[src/hdl/msc_pkg.sv]
// Shared types, register map codes and constants of the media streaming coprocessor.
package msc_pkg;

  // Status byte revision field.
  localparam logic [2:0] REVISION = 3'd2;

  // Track header word that a valid audio file starts with.
  localparam logic [31:0] TRACK_MAGIC = 32'h4d53_5531;

  // Resume track value meaning that no resume point is stored.
  localparam logic [15:0] NO_RESUME = 16'hFFFF;

  // First sample offset in a track file, after the header and loop word.
  localparam logic [31:0] TRACK_START = 32'd8;

  // Width of a sample times volume product.
  localparam int unsigned PROD_W = 24;

  // Transaction kinds on the input channel.
  typedef enum logic [1:0] {
    KIND_READ  = 2'd0,
    KIND_WRITE = 2'd1,
    KIND_TICK  = 2'd2,
    KIND_REPLY = 2'd3
  } kind_t;

  // Bus register indexes.
  localparam logic [2:0] REG_STATUS   = 3'd0;
  localparam logic [2:0] REG_DATA     = 3'd1;
  localparam logic [2:0] REG_SEEK1    = 3'd1;
  localparam logic [2:0] REG_SEEK0    = 3'd0;
  localparam logic [2:0] REG_SEEK2    = 3'd2;
  localparam logic [2:0] REG_SEEK3    = 3'd3;
  localparam logic [2:0] REG_TRACK_LO = 3'd4;
  localparam logic [2:0] REG_TRACK_HI = 3'd5;
  localparam logic [2:0] REG_VOLUME   = 3'd6;
  localparam logic [2:0] REG_CONTROL  = 3'd7;

  // Configuration register indexes.
  localparam logic CFG_DATA_PRESENT = 1'b0;
  localparam logic CFG_DATA_SIZE    = 1'b1;

  // One input transaction.
  typedef struct packed {
    kind_t              kind;
    logic [2:0]         reg_addr;
    logic [7:0]         write_data;
    logic [7:0]         data_byte;
    logic signed [15:0] left_sample;
    logic signed [15:0] right_sample;
    logic               muted;
    logic               track_found;
    logic [31:0]        track_size;
    logic [31:0]        track_header;
    logic [31:0]        track_loop;
  } item_t;

  // Result of the state update, before the volume division.
  typedef struct packed {
    logic [7:0]              read_data;
    logic signed [PROD_W-1:0] left_prod;
    logic signed [PROD_W-1:0] right_prod;
    logic [31:0]             data_offset;
    logic [31:0]             audio_offset;
    logic                    open_request;
    logic [15:0]             open_track;
  } mid_t;

  // Identification string bytes for read registers two to seven.
  function automatic logic [7:0] ident_byte(input logic [2:0] addr);
    logic [7:0] b;
    unique case (addr)
      3'd2:    b = 8'h53; // S
      3'd3:    b = 8'h2D; // -
      3'd4:    b = 8'h4D; // M
      3'd5:    b = 8'h53; // S
      3'd6:    b = 8'h55; // U
      3'd7:    b = 8'h31; // 1
      default: b = 8'h00;
    endcase
    return b;
  endfunction

endpackage

[src/hdl/msc_scale.sv]
// Signed division of a sample times volume product by 255, truncated toward zero.
module msc_scale
  import msc_pkg::*;
(
  input  logic signed [PROD_W-1:0] prod,
  output logic signed [15:0]       result
);

  logic              neg;
  logic [PROD_W-1:0] neg_prod;
  logic [PROD_W-2:0] mag;
  logic [PROD_W-1:0] approx_sum;
  logic [15:0]       q0;
  logic [PROD_W-1:0] q0_times;
  logic [PROD_W-1:0] rem;
  logic [15:0]       quot;

  // Take the magnitude so that truncation toward zero becomes a floor.
  assign neg      = prod[PROD_W-1];
  assign neg_prod = PROD_W'(-prod);
  assign mag      = neg ? neg_prod[PROD_W-2:0] : prod[PROD_W-2:0];

  // x/255 is x/256 * (1 + 1/256 + 1/65536 + ...); this estimate is low by at most one.
  assign approx_sum = {1'b0, mag} + PROD_W'(mag >> 8) + PROD_W'(mag >> 16);
  assign q0         = approx_sum[PROD_W-1:8];

  // One compare and add corrects the estimate.
  assign q0_times = {q0, 8'd0} - {8'd0, q0};
  assign rem      = {1'b0, mag} - q0_times;
  assign quot     = (rem >= PROD_W'(255)) ? q0 + 16'd1 : q0;

  // Restore the sign.
  assign result = neg ? $signed(-quot) : $signed(quot);

endmodule

[src/hdl/msc_core.sv]
// Register file, playback state and per-transaction update of the coprocessor.
module msc_core
  import msc_pkg::*;
(
  input  logic        clk,
  input  logic        rst_n,
  input  logic        en,
  input  item_t       item,
  input  logic        cfg_valid,
  input  logic        cfg_index,
  input  logic [31:0] cfg_data,
  output mid_t        mid
);

  logic        data_present_r;
  logic [31:0] data_size_r;

  logic [31:0] seek_target_r,    seek_target_nxt;
  logic [31:0] data_pointer_r,   data_pointer_nxt;
  logic [31:0] play_pointer_r,   play_pointer_nxt;
  logic [31:0] loop_pointer_r,   loop_pointer_nxt;
  logic [15:0] track_number_r,   track_number_nxt;
  logic [7:0]  volume_level_r,   volume_level_nxt;
  logic [15:0] resume_track_r,   resume_track_nxt;
  logic [31:0] resume_pointer_r, resume_pointer_nxt;
  logic        error_flag_r,     error_flag_nxt;
  logic        play_flag_r,      play_flag_nxt;
  logic        repeat_flag_r,    repeat_flag_nxt;
  logic        track_valid_r,    track_valid_nxt;
  logic [31:0] track_length_r,   track_length_nxt;

  logic [15:0]              track_hi;
  logic [31:0]              loop_calc;
  logic                     header_ok;
  logic signed [PROD_W-1:0] vol_s;

  // Configuration registers: to be written by the user only while idle, unchecked.
  always_ff @(posedge clk) begin
    if (!rst_n) begin
      data_present_r <= 1'b0;
      data_size_r    <= '0;
    end else if (cfg_valid) begin
      unique case (cfg_index)
        CFG_DATA_PRESENT: data_present_r <= cfg_data[0];
        CFG_DATA_SIZE:    data_size_r    <= cfg_data;
      endcase
    end
  end

  assign track_hi  = {item.write_data, track_number_r[7:0]};
  assign loop_calc = TRACK_START + {item.track_loop[29:0], 2'b00};
  assign header_ok = item.track_found && (item.track_size >= TRACK_START) &&
                     (item.track_header == TRACK_MAGIC);
  assign vol_s     = PROD_W'($signed({1'b0, volume_level_r}));

  // Next state and result for the transaction held in the input stage.
  always_comb begin
    seek_target_nxt    = seek_target_r;
    data_pointer_nxt   = data_pointer_r;
    play_pointer_nxt   = play_pointer_r;
    loop_pointer_nxt   = loop_pointer_r;
    track_number_nxt   = track_number_r;
    volume_level_nxt   = volume_level_r;
    resume_track_nxt   = resume_track_r;
    resume_pointer_nxt = resume_pointer_r;
    error_flag_nxt     = error_flag_r;
    play_flag_nxt      = play_flag_r;
    repeat_flag_nxt    = repeat_flag_r;
    track_valid_nxt    = track_valid_r;
    track_length_nxt   = track_length_r;
    mid.read_data      = 8'd0;
    mid.left_prod      = '0;
    mid.right_prod     = '0;
    mid.open_request   = 1'b0;

    unique case (item.kind)
      KIND_READ: begin
        unique case (item.reg_addr)
          REG_STATUS: begin
            mid.read_data = {2'b00, repeat_flag_r, play_flag_r, error_flag_r, REVISION};
          end
          REG_DATA: begin
            if (data_present_r && (data_pointer_r < data_size_r)) begin
              mid.read_data    = item.data_byte;
              data_pointer_nxt = data_pointer_r + 32'd1;
            end
          end
          default: begin
            mid.read_data = ident_byte(item.reg_addr);
          end
        endcase
      end
      KIND_WRITE: begin
        unique case (item.reg_addr)
          REG_SEEK0: seek_target_nxt[7:0]   = item.write_data;
          REG_SEEK1: seek_target_nxt[15:8]  = item.write_data;
          REG_SEEK2: seek_target_nxt[23:16] = item.write_data;
          REG_SEEK3: begin
            seek_target_nxt[31:24] = item.write_data;
            data_pointer_nxt       = {item.write_data, seek_target_r[23:0]};
          end
          REG_TRACK_LO: track_number_nxt[7:0] = item.write_data;
          REG_TRACK_HI: begin
            // Select a new track: stop, apply a resume point stored for it, ask for lookup.
            track_number_nxt = track_hi;
            play_flag_nxt    = 1'b0;
            repeat_flag_nxt  = 1'b0;
            track_valid_nxt  = 1'b0;
            mid.open_request = 1'b1;
            if (track_hi == resume_track_r) begin
              play_pointer_nxt   = resume_pointer_r;
              resume_track_nxt   = NO_RESUME;
              resume_pointer_nxt = '0;
            end else begin
              play_pointer_nxt = TRACK_START;
            end
          end
          REG_VOLUME: volume_level_nxt = item.write_data;
          REG_CONTROL: begin
            if (!error_flag_r) begin
              play_flag_nxt   = item.write_data[0];
              repeat_flag_nxt = item.write_data[1];
              if (!item.write_data[0] && item.write_data[2]) begin
                resume_track_nxt   = track_number_r;
                resume_pointer_nxt = play_pointer_r;
              end
            end
          end
        endcase
      end
      KIND_TICK: begin
        if (play_flag_r) begin
          priority if (!track_valid_r) begin
            play_flag_nxt = 1'b0;
          end else if (play_pointer_r >= track_length_r) begin
            // End of track: stop or go back to the loop point, silent this tick.
            if (!repeat_flag_r) begin
              play_flag_nxt    = 1'b0;
              play_pointer_nxt = TRACK_START;
            end else begin
              play_pointer_nxt = loop_pointer_r;
            end
          end else begin
            play_pointer_nxt = play_pointer_r + 32'd4;
            if (!item.muted) begin
              mid.left_prod  = PROD_W'(item.left_sample) * vol_s;
              mid.right_prod = PROD_W'(item.right_sample) * vol_s;
            end
          end
        end
      end
      KIND_REPLY: begin
        if (header_ok) begin
          loop_pointer_nxt = (loop_calc > item.track_size) ? TRACK_START : loop_calc;
          track_length_nxt = item.track_size;
          error_flag_nxt   = 1'b0;
          track_valid_nxt  = 1'b1;
        end else begin
          track_valid_nxt = 1'b0;
          error_flag_nxt  = 1'b1;
        end
      end
    endcase

    mid.data_offset  = data_pointer_nxt;
    mid.audio_offset = play_pointer_nxt;
    mid.open_track   = track_number_nxt;
  end

  // State registers, updated once per transaction leaving the input stage.
  always_ff @(posedge clk) begin
    if (!rst_n) begin
      seek_target_r    <= '0;
      data_pointer_r   <= '0;
      play_pointer_r   <= '0;
      loop_pointer_r   <= '0;
      track_number_r   <= '0;
      volume_level_r   <= '0;
      resume_track_r   <= NO_RESUME;
      resume_pointer_r <= '0;
      error_flag_r     <= 1'b0;
      play_flag_r      <= 1'b0;
      repeat_flag_r    <= 1'b0;
      track_valid_r    <= 1'b0;
      track_length_r   <= '0;
    end else if (en) begin
      seek_target_r    <= seek_target_nxt;
      data_pointer_r   <= data_pointer_nxt;
      play_pointer_r   <= play_pointer_nxt;
      loop_pointer_r   <= loop_pointer_nxt;
      track_number_r   <= track_number_nxt;
      volume_level_r   <= volume_level_nxt;
      resume_track_r   <= resume_track_nxt;
      resume_pointer_r <= resume_pointer_nxt;
      error_flag_r     <= error_flag_nxt;
      play_flag_r      <= play_flag_nxt;
      repeat_flag_r    <= repeat_flag_nxt;
      track_valid_r    <= track_valid_nxt;
      track_length_r   <= track_length_nxt;
    end
  end

  // An open track is never in error: a reply sets one and clears the other.
  a_valid_not_error: assert property (@(posedge clk) disable iff (!rst_n)
    track_valid_r |-> !error_flag_r)
    else $error("track open while error flag is set");

  // Every play position is a whole stereo sample frame.
  a_pointer_aligned: assert property (@(posedge clk) disable iff (!rst_n)
    play_pointer_r[1:0] == 2'b00)
    else $error("play pointer not frame aligned");

  // The data pointer moves only on a data read or a write of the top seek byte.
  a_data_ptr_hold: assert property (@(posedge clk) disable iff (!rst_n)
    !(en && ((item.kind == KIND_READ && item.reg_addr == REG_DATA) ||
             (item.kind == KIND_WRITE && item.reg_addr == REG_SEEK3)))
    |=> $stable(data_pointer_r))
    else $error("data pointer changed without a data read or seek");

  // A lookup is requested only by the write that completes the track number.
  a_open_source: assert property (@(posedge clk) disable iff (!rst_n)
    mid.open_request |-> (item.kind == KIND_WRITE && item.reg_addr == REG_TRACK_HI))
    else $error("open request from a transaction other than a track write");

endmodule

[src/hdl/media_streaming_coprocessor.sv]
// Top level of the media streaming coprocessor: input, update and output stages.
//
// Each input transaction (bus read, bus write, sample tick or track reply) gives
// exactly one result transaction. The block takes one transaction per clock
// cycle when the result side keeps up. A result passes through the input,
// middle and output registers in turn: the transaction is loaded into the
// input register at the accepting edge, the state update and sample-by-volume
// multiply are captured in the middle register, and the division of the
// products by 255 is captured in the output register, whose contents are
// presented on the outputs. Status, data pointer and play pointer are updated
// as a transaction leaves the input register, so back-to-back transactions
// always see the effect of the one before. The configuration port is always
// ready and must be written only while no transaction is in flight.
module media_streaming_coprocessor
  import msc_pkg::*;
(
  input  logic               clk,
  input  logic               rst_n,

  input  logic               in_valid,
  output logic               in_ready,
  input  logic [1:0]         in_kind,
  input  logic [2:0]         in_reg_addr,
  input  logic [7:0]         in_write_data,
  input  logic [7:0]         in_data_byte,
  input  logic signed [15:0] in_left_sample,
  input  logic signed [15:0] in_right_sample,
  input  logic               in_muted,
  input  logic               in_track_found,
  input  logic [31:0]        in_track_size,
  input  logic [31:0]        in_track_header,
  input  logic [31:0]        in_track_loop,

  output logic               out_valid,
  input  logic               out_ready,
  output logic [7:0]         out_read_data,
  output logic signed [15:0] out_left_out,
  output logic signed [15:0] out_right_out,
  output logic [31:0]        out_data_offset,
  output logic [31:0]        out_audio_offset,
  output logic               out_open_request,
  output logic [15:0]        out_open_track,

  input  logic               cfg_valid,
  output logic               cfg_ready,
  input  logic               cfg_index,
  input  logic [31:0]        cfg_data
);

  logic  s1_valid_r, s1_valid_nxt;
  item_t s1_item_r;
  logic  s2_valid_r, s2_valid_nxt;
  mid_t  s2_mid_r;
  logic  out_valid_r, out_valid_nxt;
  mid_t  core_mid;

  logic               in_accept;
  logic               s1_adv;
  logic               s2_adv;
  logic               s2_free;
  logic signed [15:0] left_scaled;
  logic signed [15:0] right_scaled;

  logic signed [15:0] out_left_r;
  logic signed [15:0] out_right_r;
  logic [7:0]         out_read_r;
  logic [31:0]        out_data_off_r;
  logic [31:0]        out_audio_off_r;
  logic               out_open_req_r;
  logic [15:0]        out_open_trk_r;

  // Pipeline flow control: each stage moves on when the next one is free.
  assign s2_adv    = s2_valid_r && (!out_valid_r || out_ready);
  assign s2_free   = !s2_valid_r || s2_adv;
  assign s1_adv    = s1_valid_r && s2_free;
  assign in_ready  = !s1_valid_r || s1_adv;
  assign in_accept = in_valid && in_ready;
  assign cfg_ready = 1'b1;

  assign s1_valid_nxt  = in_accept || (s1_valid_r && !s1_adv);
  assign s2_valid_nxt  = s1_adv || (s2_valid_r && !s2_adv);
  assign out_valid_nxt = s2_adv || (out_valid_r && !out_ready);

  always_ff @(posedge clk) begin
    if (!rst_n) begin
      s1_valid_r  <= 1'b0;
      s2_valid_r  <= 1'b0;
      out_valid_r <= 1'b0;
    end else begin
      s1_valid_r  <= s1_valid_nxt;
      s2_valid_r  <= s2_valid_nxt;
      out_valid_r <= out_valid_nxt;
    end
  end

  // Input register.
  always_ff @(posedge clk) begin
    if (in_accept) begin
      s1_item_r.kind         <= kind_t'(in_kind);
      s1_item_r.reg_addr     <= in_reg_addr;
      s1_item_r.write_data   <= in_write_data;
      s1_item_r.data_byte    <= in_data_byte;
      s1_item_r.left_sample  <= in_left_sample;
      s1_item_r.right_sample <= in_right_sample;
      s1_item_r.muted        <= in_muted;
      s1_item_r.track_found  <= in_track_found;
      s1_item_r.track_size   <= in_track_size;
      s1_item_r.track_header <= in_track_header;
      s1_item_r.track_loop   <= in_track_loop;
    end
  end

  // State update and sample multiply.
  msc_core u_core (
    .clk       (clk),
    .rst_n     (rst_n),
    .en        (s1_adv),
    .item      (s1_item_r),
    .cfg_valid (cfg_valid),
    .cfg_index (cfg_index),
    .cfg_data  (cfg_data),
    .mid       (core_mid)
  );

  always_ff @(posedge clk) begin
    if (s1_adv) begin
      s2_mid_r <= core_mid;
    end
  end

  // Volume division, one unit for each channel.
  msc_scale u_scale_left (
    .prod   (s2_mid_r.left_prod),
    .result (left_scaled)
  );

  msc_scale u_scale_right (
    .prod   (s2_mid_r.right_prod),
    .result (right_scaled)
  );

  // Output register.
  always_ff @(posedge clk) begin
    if (s2_adv) begin
      out_read_r      <= s2_mid_r.read_data;
      out_left_r      <= left_scaled;
      out_right_r     <= right_scaled;
      out_data_off_r  <= s2_mid_r.data_offset;
      out_audio_off_r <= s2_mid_r.audio_offset;
      out_open_req_r  <= s2_mid_r.open_request;
      out_open_trk_r  <= s2_mid_r.open_track;
    end
  end

  assign out_valid        = out_valid_r;
  assign out_read_data    = out_read_r;
  assign out_left_out     = out_left_r;
  assign out_right_out    = out_right_r;
  assign out_data_offset  = out_data_off_r;
  assign out_audio_offset = out_audio_off_r;
  assign out_open_request = out_open_req_r;
  assign out_open_track   = out_open_trk_r;

endmodule
[config.mk]
export PLATFORM = sky130hd
export DESIGN_NAME = media_streaming_coprocessor
export DESIGN_NICKNAME = d
export VERILOG_FILES = /design/src/hdl/msc_pkg.sv /design/src/hdl/msc_scale.sv /design/src/hdl/msc_core.sv /design/src/hdl/media_streaming_coprocessor.sv
export SDC_FILE = /design/constraint.sdc
export NUM_CORES = 2
export LEC_CHECK = 0
export BUFFER_PORTS_ARGS = -buffer_cell sky130_fd_sc_hd__buf_4
export CORE_AREA = 2 2 425 427
export CTS_CLUSTER_DIAMETER = 50
export DETAILED_ROUTE_END_ITERATION = 10
export DIE_AREA = 0 0 427 429
export PLACE_DENSITY = 0.45
export SETUP_SLACK_MARGIN = 0.5
export SLEW_MARGIN = 10
export SYNTH_ARGS = -nofsm -noshare
export SYNTH_HDL_FRONTEND = slang
export SYNTH_HIERARCHICAL = 1
export SYNTH_SLANG_ARGS = --single-unit
[constraint.sdc]
create_clock -name clk -period 13.7 [get_ports clk]
set_clock_uncertainty 0.15 [all_clocks]
set_input_delay 0.685 -clock clk [delete_from_list [all_inputs] [get_ports clk]]
set_output_delay 0.685 -clock clk [all_outputs]
set_load 0.01 [all_outputs]
==> run_results.csv <==
group,metric,value,unit
outcome,status,"finished clean",
timing,fin_setup_tns,0,ns
detailed_routing,avgViaCountPerCell,4.841,
place,dp_hpwl,108200,um
finish,area_growth,20.54,%
worst_hold_path,hold_depth,3,
setup_path,endpoint_kind,"flip-flop",
worst_hold_path,hp-class,"in -> reg",
detailed_routing,dr.pass1.iters,6,
setup_path,reg2reg_slack,2.67,ns
setup_path,critical_path.slowest_cell,"xor2_1",
clock_tree,clk_path_buf_depth,3,
global_route,antenna_found_initial,10,
detailed_routing,drt_iter0_markers,2366,
setup_path,crit_arrival,11.30,ns
place,place_ws,2.600,ns
setup_path,r2r_start,"s2_mid_r[105]",
worst_hold_path,whs_endpoint,"u_core/data_size_r[14]",
timing,finalHoldViolations,0,
place,place.gp.congestion,0.8519,
setup_path,max_stage_delay,0.65,ns
pwr,ir_drop,0.1141,mV
clock_tree,cts_buffers,102,
floorplanning,io_pins,313,
global_route,grt_max_degree,75,
place,port_buffers,309,
timing,fmax,90.63,MHz
timing,hold_slack,0.06944,ns
timing,rsz0062_at_grt,"false",
detailed_routing,drt-wirelength-per-cell,18.65,um
setup_path,cp.depth,36,
timing,maxSlewHeadroom,22.66,%
detailed_routing,wirelength,148100,um
finish,nNetsFinal,6228,
timing,slew_violations,0,
setup_path,cp.required,13.97,ns
floorplanning,core,178000,sq um
timing,worstMarginPinSlew,1.159,ns
setup_path,worstPathMaxFanout,12,
floorplanning,die_height,429,um
clock_tree,clk_latency,0.76,ns
finish,fillers,18410,
pwr,leakagePower,23.42,nW
setup_path,cp_num_buf_inv,3,
timing,finalSetupViolCount,0,
logic_synthesis,ys_warn_count,6,
clock_tree,clock-sinks,669,
clock_tree,clkTransAtPathRegs,0.06,ns
finish,drive_gt1_share,13.13,%
detailed_routing,ant_nets,0,
global_route,grt-ovfl-total,0,
setup_path,start_kind,"flip-flop",
timing,min_period_over_period,80.54,%
global_route,grt_first_pass_wirelength,229100,um
global_route,grt_pass1_vias,38530,
timing,fin_crit,11.03,ns
floorplanning,dieArea,183200,sq um
finish,final_cell_mix,"nand2_1, inv_1, edfxtp_1",
clock_tree,cts_tree,"built",
finish,num_antenna_cells,0,
finish,final_common_cell,"nand2_1",
setup_path,worst_path_most_repeated_cell,"ha_1",
floorplanning,die_w,427,um
worst_hold_path,min_from,"cfg_data[14]",
job,drv_cap,0,
setup_path,worstSetupPathType,"reg -> reg",
global_route,track_usage,15.93,%
clock_tree,h-tree-depth,3,
logic_synthesis,syn_inst,5109,
setup_path,critPathTopFamily,"simple AND/OR/NAND/NOR gates",
logic_synthesis,syn-num-nets,5834,
detailed_routing,dr_total_vias,38450,
pwr,power.density,110.8,nW/um^2
logic_synthesis,avgSynthCellArea,9.381,sq um
timing,setup_ws,2.667,ns
floorplanning,rows,155,
clock_tree,cts_resized,0,
clock_tree,clockRootBuffer,"clkbuf_16",
setup_path,timing.rr.end,"out_left_out[10]",
place,placed_area,52710,sq um
setup_path,r2r_cells,36,
detailed_routing,drc,0,
floorplanning,initial_core_util,26.92,%
logic_synthesis,syn_area,47930,sq um
finish,fin_area,57770,sq um
-- registers in the layout, summed over array words and instances, names as in the netlist, 24 cells and up --
name                     cells
s1_item_r                  149
s2_mid_r                   137
out_audio_offset            32
out_data_offset             32
u_core/data_pointer_r       32
u_core/data_size_r          32
u_core/play_pointer_r       32
u_core/resume_pointer_r     32
u_core/track_length_r       32
u_core/loop_pointer_r       30
u_core/seek_target_r        24
-- stage by stage --
stage	power, mW	instances	util (%)
4_1_cts	6.490	7944	32.45
5_1_grt	6.742	7944	32.45
3_5_place_dp	3.799	7590	29.61
2_1_floorplan	3.355	5109	-
6_report	6.400	7944	32.45
3_3_place_gp	3.795	7590	29.61
-- cell type report --
cell class,instances,area [sq um],area share (%)
multi-input cells,3644,27430,47.48
inverters,548,2064,3.573
flip-flops and latches,669,17470,30.23
repair buffers,538,4449,7.701
well taps,2355,2947,5.100
clock inverters,73,774.5,1.341
clock buffers,117,2640,4.570
-- power breakdown --
| group | leakage (nW) | switching [mW] | internal, mW |
|---|---|---|---|
| Sequential | 6.03 | 0.0926 | 2.24 |
| Clock | 1.66 | 1.08 | 1.52 |
| Combinational | 15.7 | 0.897 | 0.579 |
| Total | 23.4 | 2.07 | 4.33 |
-- per-layer routing --
metal,up-vias,track usage (%),share of wire (%)
met1,18500,22.17,47
met5,-,0,0.017
li1,18760,-,-
met4,4,5.663,3.4
met2,986,24.61,44
met3,204,2.834,5.3
-- worst reg2reg max path, delay by kind of cell, from the launching register on --
kind                     cells  cell delay, ns
adder cells (fa/ha/maj)      5            1.69
flip-flops                   1            0.47
AO/OA/AOI/OAI               12            3.26
buffers and inverters        3            0.42
XOR/XNOR                     3            1.32
AND/OR/NAND/NOR             13            3.50
-- worst max path at each step --
stage,slack (ns),endpoint,start
after global routing,1.49,out_left_out[10],s2_mid_r[105]
after detailed placement,2.60,out_left_out[6],s2_mid_r[105]
after floorplan,3.53,u_core/data_pointer_r[20],out_ready
final,2.67,out_left_out[10],s2_mid_r[105]
after CTS,2.57,out_left_out[10],s2_mid_r[105]
after global placement,2.67,out_left_out[10],s2_mid_r[105]
-- repair_timing --
item / in CTS / in global routing
hold endpoints to repair: 164 / 0
setup buffers: 0 / 0
endpoints found under the setup margin: 0 / 0
hold buffers: 164 / 0
Power figures use the tool's default switching activity.
